**src/rtl/fcc_pkg.sv**
```systemverilog
// ----------------------------------------------------------------------------
// fcc_pkg
// shared types and constants of the frontier cell classifier
// ----------------------------------------------------------------------------
package fcc_pkg;

    localparam int MAX_WIDTH_DEF  = 1024;
    localparam int MAX_HEIGHT_DEF = 1024;

    localparam int CELL_W  = 8;
    localparam int COORD_W = 10;
    localparam int SIZE_W  = 11;
    localparam int LIMIT_W = 7;
    localparam int CFG_IDX_W  = 2;
    localparam int CFG_DATA_W = 11;

    localparam int WIDTH_RST  = 1024;
    localparam int HEIGHT_RST = 1024;
    localparam logic [LIMIT_W-1:0] FREE_LIMIT_RST = 7'd50;
    localparam logic CONNECT_RST = 1'b1;

    localparam logic [CELL_W-1:0] UNKNOWN_CELL = 8'hFF;

    typedef enum logic [CFG_IDX_W-1:0] {
        REG_MAP_WIDTH    = 2'd0,
        REG_MAP_HEIGHT   = 2'd1,
        REG_FREE_LIMIT   = 2'd2,
        REG_CONNECTIVITY = 2'd3
    } cfg_reg_t;

    // one new window column: row y-2, row y-1, current row
    typedef struct packed {
        logic [CELL_W-1:0] up;
        logic [CELL_W-1:0] lo;
        logic [CELL_W-1:0] cur;
    } col_t;

    typedef struct packed {
        logic               shift_en;
        logic [LIMIT_W-1:0] free_limit;
        logic               eight_conn;
    } win_ctrl_t;

endpackage

```
**src/rtl/fcc_window.sv**
```systemverilog
// ----------------------------------------------------------------------------
// fcc_window
// 3x3 window columns and the frontier test on the shifted window
// ----------------------------------------------------------------------------
module fcc_window (
    input  logic                aclk,
    input  logic                aresetn,
    input  fcc_pkg::win_ctrl_t  ctrl,
    input  fcc_pkg::col_t       col_in,
    output logic                is_frontier
);

    logic [fcc_pkg::CELL_W-1:0] prev_reg [3];
    logic [fcc_pkg::CELL_W-1:0] cur_reg  [3];
    logic [fcc_pkg::CELL_W-1:0] center;
    logic                       free_c;
    logic                       unk_four;
    logic                       unk_diag;

    always_ff @(posedge aclk) begin
        if (!aresetn) begin
            for (int i = 0; i < 3; i++) begin
                prev_reg[i] <= '0;
                cur_reg[i]  <= '0;
            end
        end else if (ctrl.shift_en) begin
            prev_reg    <= cur_reg;
            cur_reg[0]  <= col_in.up;
            cur_reg[1]  <= col_in.lo;
            cur_reg[2]  <= col_in.cur;
        end
    end

    // after the shift: left column = prev_reg, center column = cur_reg,
    // right column = col_in
    assign center   = cur_reg[1];
    assign free_c   = !center[fcc_pkg::CELL_W-1]
                   && (center[fcc_pkg::LIMIT_W-1:0] < ctrl.free_limit);
    assign unk_four = (cur_reg[0] == fcc_pkg::UNKNOWN_CELL)
                   || (prev_reg[1] == fcc_pkg::UNKNOWN_CELL)
                   || (col_in.lo == fcc_pkg::UNKNOWN_CELL)
                   || (cur_reg[2] == fcc_pkg::UNKNOWN_CELL);
    assign unk_diag = (prev_reg[0] == fcc_pkg::UNKNOWN_CELL)
                   || (col_in.up == fcc_pkg::UNKNOWN_CELL)
                   || (prev_reg[2] == fcc_pkg::UNKNOWN_CELL)
                   || (col_in.cur == fcc_pkg::UNKNOWN_CELL);

    assign is_frontier = free_c && (unk_four || (ctrl.eight_conn && unk_diag));

endmodule

```
**config.mk**
```make
export PLATFORM = sky130hd
export DESIGN_NAME = fcc_window
export DESIGN_NICKNAME = d
export VERILOG_FILES = /design/src/rtl/fcc_pkg.sv /design/src/rtl/fcc_window.sv
export SDC_FILE = /design/constraint.sdc
export NUM_CORES = 1
export LEC_CHECK = 0
export ABC_AREA = 1
export BUFFER_PORTS_ARGS = -buffer_cell sky130_fd_sc_hd__buf_2
export CORE_AREA = 2 2 69 71
export DETAILED_ROUTE_END_ITERATION = 10
export DIE_AREA = 0 0 71 73
export PLACE_DENSITY = 0.72
export REMOVE_ABC_BUFFERS = 1
export SLEW_MARGIN = 20
export SYNTH_ARGS = -nofsm -noshare
export SYNTH_HDL_FRONTEND = slang
export SYNTH_SLANG_ARGS = --single-unit
```
**constraint.sdc**
```tcl
create_clock -name aclk -period 1.3 [get_ports aclk]
set_clock_uncertainty 0.2 [all_clocks]
set_input_delay 0.26 -clock aclk [delete_from_list [all_inputs] [get_ports aclk]]
set_output_delay 0.26 -clock aclk [all_outputs]
set_load 0.02 [all_outputs]
```
== Word-level counts from Yosys, hierarchy flattened ==
Cells that the tools add are included.

* Eq/ne operators: 8
* Reduce and logical (&&, ||, !) cells: 11
* Order comparisons: 1

{| class="wikitable"
|+ Operator list
! kind !! count
|-
| 8-bit equality test, second input constant || 8
|-
| 1-bit logical OR || 7
|-
| 7-bit less-than comparator || 1
|-
| 1-bit logical AND || 3
|-
| 1-bit zero test || 1
|}

* Logic and storage cells: 26
* Flip-flop bits (word level): 48
* Output and inout port bits: 1

== Logic depth before layout (Yosys ltp) ==
Gate-level depths: netlist of run 1.

* Depth in word-level cells: 7
* Gate-level depth with buffers: 7
* Mapped depth without buffers: 7

== Worst setup path after synthesis of run 1 ==
OpenSTA, ideal clock, no wires.

* Path kind: register -> output
* Start: reg cur_reg, in the netlist center[2]
* End: out is_frontier
* Path slack: -375 ps
* Required time: 840 ps
* Path buffers: 0
* Arrival time: 1,215 ps
* Stages on the path, launching flop included: 7
* Cells stage by stage: dfxtp_1 > ha_1 > a21oi_1 > nand2_1 > nand4_1 > nand2_1 > a21oi_1

* Cells in the longest elaborated chain, start to end: 3

{| class="wikitable"
|+ Ends and longest elaborated chain
! item !! line !! source
|-
| start, declared || fcc_window.sv:14 || <nowiki>logic [fcc_pkg::CELL_W-1:0] cur_reg [3];</nowiki>
|-
| 7-bit less-than comparator || fcc_window.sv:38 || <nowiki>&& (center[fcc_pkg::LIMIT_W-1:0] < ctrl.free_limit);</nowiki>
|-
| 1-bit logical AND || fcc_window.sv:38 ||
|-
| 1-bit logical AND || fcc_window.sv:48 || <nowiki>assign is_frontier = free_c && (unk_four || (ctrl.eight_conn && unk_diag));</nowiki>
|-
| end, declared || fcc_window.sv:10 || <nowiki>output logic is_frontier</nowiki>
|}

No other way between the ends.

== Worst setup path in the final report of run 1 ==
* Start: reg cur_reg, in the netlist center[4]
* End: out is_frontier

The elaborated chain is that of the path after synthesis.

==> flow_metrics.py, run 1 <==
metrics = {
    "floorplan": {
        "rows": 25,
        "core_um2": 4540,
        "dieHeight_um": 73,
        "die_area_um2": 5180,
        "dieWidth_um": 71,
        "initial_core_util": 0.465,
        "io_pins": 36,
    },
    "logic_synthesis": {
        "yosys_warnings": 0,
        "syn_avg_cell_area_um2": 7.24,
        "synth.area.top_cells": "dfxtp_1 46%, nor2_1 16%, o21ai_0 11%, nand2_1 7.8%, nor2_2 5.6%",
        "synthFlopType": "dfxtp_1",
        "seq_area_frac_synth": 0.456,
        "synthArstFlopShare": 0,
        "synth-edff-count": 0,
        "synth_top_area_frac": 0.456,
        "synth-seq-cells": 48,
        "syn_area_um2": 2110,
        "synth_cell_types": 19,
        "synthCells": 291,
        "synth.largest_area_cell": "dfxtp_1",
    },
    "critical_path": {
        "start_kind": "flop",
        "r2r_cells": 4,
        "cp.required_ns": 0.84,
        "cp_data_arrival_time_ns": 1.44,
        "crit_path_max_fanout": 2,
        "cp-end-kind": "primary output",
        "path_class": "reg2out",
    },
    "outcome": {
        "status": "finished with violations",
        "violations": "setup timing",
    },
    "place": {
        "place_area_um2": 2660,
        "dp_cells": 415,
        "port_buffers": 35,
        "gp_congestion": 0.828,
        "post-dp-hpwl_um": 3230,
    },
    "power": {
        "ir_worst_vdd_uv": 587,
        "p_leak_nw": 1.32,
        "powerDensity_nw_per_um2": 1120,
    },
    "finish": {
        "final_util": 0.629,
        "layout-drive-gt1-share": 0.342,
        "largest_reg_flops": 24,
        "fin_nets": 411,
        "final_common_cell": "nor2_1",
        "layout_common_cells": "91 x nor2_1, 49 x buf_4, 45 x o21ai_0",
        "synthToLayoutAreaGrowth_pct": 35.3,
        "diodes": 0,
        "stdcell_area_um2": 2850,
        "final_cells": 425,
    },
    "grt": {
        "antenna_found_initial": 0,
        "groute.usage.overall": 0.192,
        "grt_pass1_wl_um": 7940,
        "grt_start_max_net_pins": 49,
        "gr-total-overflow": 0,
        "grt_pass1_vias": 1964,
    },
    "sta": {
        "hold_viol": 0,
        "max_freq_mhz": 526,
        "period_needed_ns": 1.90,
        "setup_viol": 1,
        "rsz0062_at_grt": "true",
        "tightest_slew_ns": 0.219,
        "slew_headroom": 0.853,
        "finalCritPeriodShare": 1.46,
        "slew_violations": 0,
        "hold_ws_ns": 0.00622,
        "fin_ws_ns": -0.600,
    },
    "hold_path": {
        "holdPathStages": 3,
        "hold_path_class": "in2reg",
    },
    "cts": {
        "cts_root_buf": "clkbuf_8",
        "cts.clk_slew.worst_paths_ns": 0.08,
        "cts_tree": "done",
        "clock_sinks": 48,
        "insertion_delay_ns": 0.30,
        "ctsLongestPathBuffers": 2,
        "numCtsBuffers": 5,
        "htreeDepth": 2,
    },
    "detailed_routing": {
        "firstDrtPassIters": 4,
        "drtIter0Drc": 104,
        "routedWlPerCell_um": 10.9,
        "finalWirelength_um": 4620,
        "vias_per_cell": 4.82,
        "drc": 0,
        "num_vias": 2047,
        "ant_nets": 0,
    },
    "run": {
        "max-cap-violations": 0,
    },
}
worst max-delay path: stages, from the launching register on:
cell and delay [ns]:
dfxtp_2 0.36, ha_4 0.20, a21oi_2 0.12, nor2_1 0.04, nor2_1 0.08, nand2_1 0.07, a21oi_2 0.11, buf_4 0.15
cells by family after synthesis:
kind of cell	count (synthesis)	share of synthesized area
compound gates	55	0.132
flops	48	0.456
fa+ha+maj	6	0.0356
buf+inv	24	0.0677
simple gates	158	0.308
repair_timing:
item,4_1_cts,5_1_grt
endpoints found under the setup margin,1,1
endpoints found under the hold margin,1,0
setup buffers,1,0
resized for setup,13,0
hold buffers,1,0
pin swaps,4,0
metal layers:
metal	vias to the layer above	global-route usage	routed length, um
met4	0	0.0776	102
met1	908	0.222	2100
li1	1080	-	-
met3	11	0.0414	225
met5	-	0	0
met2	48	0.346	2200
per-stage QoR:
step	TNS (ns)	setup WS, ns	total power, W
2_1_floorplan	-0.375	-0.375	0.00184
3_3_place_gp	-0.407	-0.407	0.00212
3_5_place_dp	-0.461	-0.461	0.00213
4_1_cts	-0.592	-0.592	0.00322
5_1_grt	-0.686	-0.686	0.00336
6_report	-0.600	-0.600	0.00319
final cells by class:
| type | instances | area, um2 |
|---|---|---|
| well taps | 54 | 67.6 |
| inverters | 9 | 36.3 |
| clock inverters | 2 | 35.0 |
| flip-flops and latches | 48 | 967 |
| repair buffers | 87 | 608 |
| clock buffers | 6 | 72.6 |
| fillers | 422 | 1680 |
| multi-input cells | 219 | 1060 |
worst paths after layout:
kind	start	end	slack (ns)
setup reg to reg	center[4]	center[4]	0.22
hold / removal	col_in[19]	cur_reg[19]	0.006
setup / recovery	center[4]	is_frontier	-0.60
hold reg to reg	prev_reg[6]	prev_reg[6]	0.30
cells in the mapped netlist, types with 3 or more instances:
master and number:
o21ai_1 5, nor2_1 91, a21oi_1 4, clkbuf_1 6, nand4_1 3, buf_2 4
dfxtp_1 48, o21ai_0 45, nand2_1 44, nor2_2 19, buf_8 3, inv_1 7
ha_1 6
report_power, final:
part / internal (W) / leakage (nW) / switching [W] / total (W)
combinational: 0.000266 / 0.868 / 0.000240 / 0.000506
sequential: 0.00157 / 0.400 / 0.0000539 / 0.00163
clock: 0.000571 / 0.0552 / 0.000485 / 0.00106
No activity file was read; power rests on OpenSTA's default activity.
==> run 2, diff against run 1 <==
--- a/config.mk
+++ b/config.mk
@@ -7,9 +7,10 @@
 export LEC_CHECK = 0
 export ABC_AREA = 1
 export BUFFER_PORTS_ARGS = -buffer_cell sky130_fd_sc_hd__buf_2
-export CORE_AREA = 2 2 69 71
+export CORE_AREA = 2 2 57 86
 export DETAILED_ROUTE_END_ITERATION = 10
-export DIE_AREA = 0 0 71 73
+export DIE_AREA = 0 0 59 88
+export MAX_ROUTING_LAYER = met4
 export PLACE_DENSITY = 0.72
 export REMOVE_ABC_BUFFERS = 1
 export SLEW_MARGIN = 20
==> run 2 against run 1 <==
- wire length fell by 1.8%
- clock-buffer cell count did not move
- largest cell class unchanged
- highest routed layer unchanged
- power fell by 6.8%
- the flow still finishes with violations (setup timing)
- first-iteration DRC count fell by 55%
- combinational power rose by 4%
- sequential power barely moved
- global-route usage rose by 1.3 points
- flip-flop and latch count did not move
- via count rose by 0.44%
- final area rose by 0.48%
- sequential share of layout area barely moved
- register-to-register slack improved by 0.09 ns
==> flow_metrics.py, run 2 (synthesis gave the netlist of run 1 again) <==
metrics = {
    "outcome": {
        "status": "finished with violations",
        "violations": "setup timing",
    },
    "sta": {
        "hold_viol": 0,
        "tns_ns": -0.575,
        "hold_ws_ns": 0.0781,
        "slew_violations": 0,
        "max_freq_mhz": 533,
        "rsz0062_at_grt": "true",
        "finalCritPeriodShare": 1.44,
        "fin_ws_ns": -0.575,
        "period_needed_ns": 1.88,
        "tightest_slew_ns": 0.241,
        "slew_headroom": 0.839,
        "setup_viol": 1,
    },
    "power": {
        "p_sw_w": 0.000755,
        "pwr-share-comb": 0.177,
        "ir_worst_vdd_uv": 685,
        "p_int_w": 0.00222,
        "powerDensity_nw_per_um2": 1040,
        "sw_frac_of_total": 0.254,
        "pwr-share-clk": 0.277,
        "seqPwrFrac": 0.547,
        "p_leak_nw": 1.33,
        "p_total_w": 0.00297,
    },
    "cts": {
        "ctsLongestPathBuffers": 2,
        "cts_tree": "done",
        "cts.clk_slew.worst_paths_ns": 0.08,
        "htreeDepth": 2,
        "cts_root_buf": "clkbuf_8",
        "insertion_delay_ns": 0.30,
        "numCtsBuffers": 5,
        "clock_sinks": 48,
    },
    "finish": {
        "largest_reg_flops": 24,
        "fin_nets": 414,
        "layout_common_cells": "91 x nor2_1, 51 x buf_4, 45 x o21ai_0",
        "diodes": 0,
        "layout-drive-gt1-share": 0.349,
        "stdcell_area_um2": 2870,
        "final_util": 0.647,
        "final_common_cell": "nor2_1",
        "synthToLayoutAreaGrowth_pct": 36.0,
    },
    "run": {
        "max-cap-violations": 0,
    },
    "place": {
        "gp_congestion": 0.759,
        "port_buffers": 35,
        "place_area_um2": 2680,
        "post-dp-hpwl_um": 3240,
    },
    "floorplan": {
        "dieHeight_um": 88,
        "rows": 30,
        "io_pins": 36,
        "die_area_um2": 5190,
        "dieWidth_um": 59,
        "core_um2": 4430,
        "initial_core_util": 0.476,
    },
    "detailed_routing": {
        "ant_nets": 0,
        "num_vias": 2056,
        "finalWirelength_um": 4540,
        "vias_per_cell": 4.88,
        "drc": 0,
        "firstDrtPassIters": 4,
        "drtIter0Drc": 47,
        "routedWlPerCell_um": 10.8,
    },
    "hold_path": {
        "hold_path_class": "in2reg",
    },
    "grt": {
        "gr-total-overflow": 0,
        "groute.usage.overall": 0.205,
        "antenna_found_initial": 0,
        "grt_pass1_vias": 2049,
        "grt_pass1_wl_um": 7920,
        "grt_start_max_net_pins": 33,
    },
    "critical_path": {
        "start_kind": "flop",
        "crit_path_max_fanout": 2,
        "path_class": "reg2out",
        "cp.required_ns": 0.84,
        "cp_data_arrival_time_ns": 1.42,
        "cp-end-kind": "primary output",
    },
}
-- run 2: critical path, stage by stage, from the launching register on --
cell and delay (ns):
dfxtp_2 0.36, ha_4 0.20, a21oi_2 0.11, nand2_1 0.07
nand4_1 0.07, nand2_1 0.05, a21oi_1 0.11, buf_4 0.15
-- run 2: what timing repair did --
| item | 4_1_cts | 5_1_grt |
|---|---|---|
| hold endpoints to repair | 1 | 0 |
| endpoints found under the setup margin | 1 | 1 |
| setup buffers | 1 | 0 |
| resized for setup | 11 | 5 |
| pin swaps | 5 | 5 |
| hold buffers | 1 | 0 |
-- run 2: final cells by class --
class                   instances  area [um2]
fillers                       393        1560
multi-input cells             219        1080
flip-flops and latches         48         972
repair buffers                 90         643
clock buffers                   6        72.6
well taps                      48        60.1
inverters                       9        36.3
clock inverters                 1        5.00
-- run 2: worst paths after layout --
path	start	to	slack (ns)	cells after the start
worst max-delay path	center[2]	is_frontier	-0.58	7
worst min-delay path	col_in[7]	cur_reg[7]	0.08	4
worst max register to register	center[6]	center[6]	0.31	3
worst min register to register	prev_reg[17]	prev_reg[17]	0.30	2
-- run 2: layer usage --
layer,up-vias,GRT usage,share of wire
li1,1084,-,-
met1,934,0.200,0.42
met2,30,0.378,0.53
met3,8,0.0355,0.024
met4,0,0.101,0.024
met5,-,-,0
-- run 2: through the flow --
stage / setup WS [ns] / cells
final: -0.575 / 421
after global routing: -0.646 / 421
after CTS: -0.598 / 421
after detailed placement: -0.447 / 412
after global placement: -0.437 / 412
after floorplan: -0.375 / 276
-- run 2: power by group through the flow --
stage          Combinational (W)  Clock, W  Sequential, W
2_1_floorplan           0.000194         0        0.00165
3_3_place_gp            0.000483         0        0.00165
3_5_place_dp            0.000493         0        0.00165
4_1_cts                 0.000521  0.000850        0.00163
5_1_grt                 0.000596  0.000896        0.00164
6_report                0.000525  0.000823        0.00162
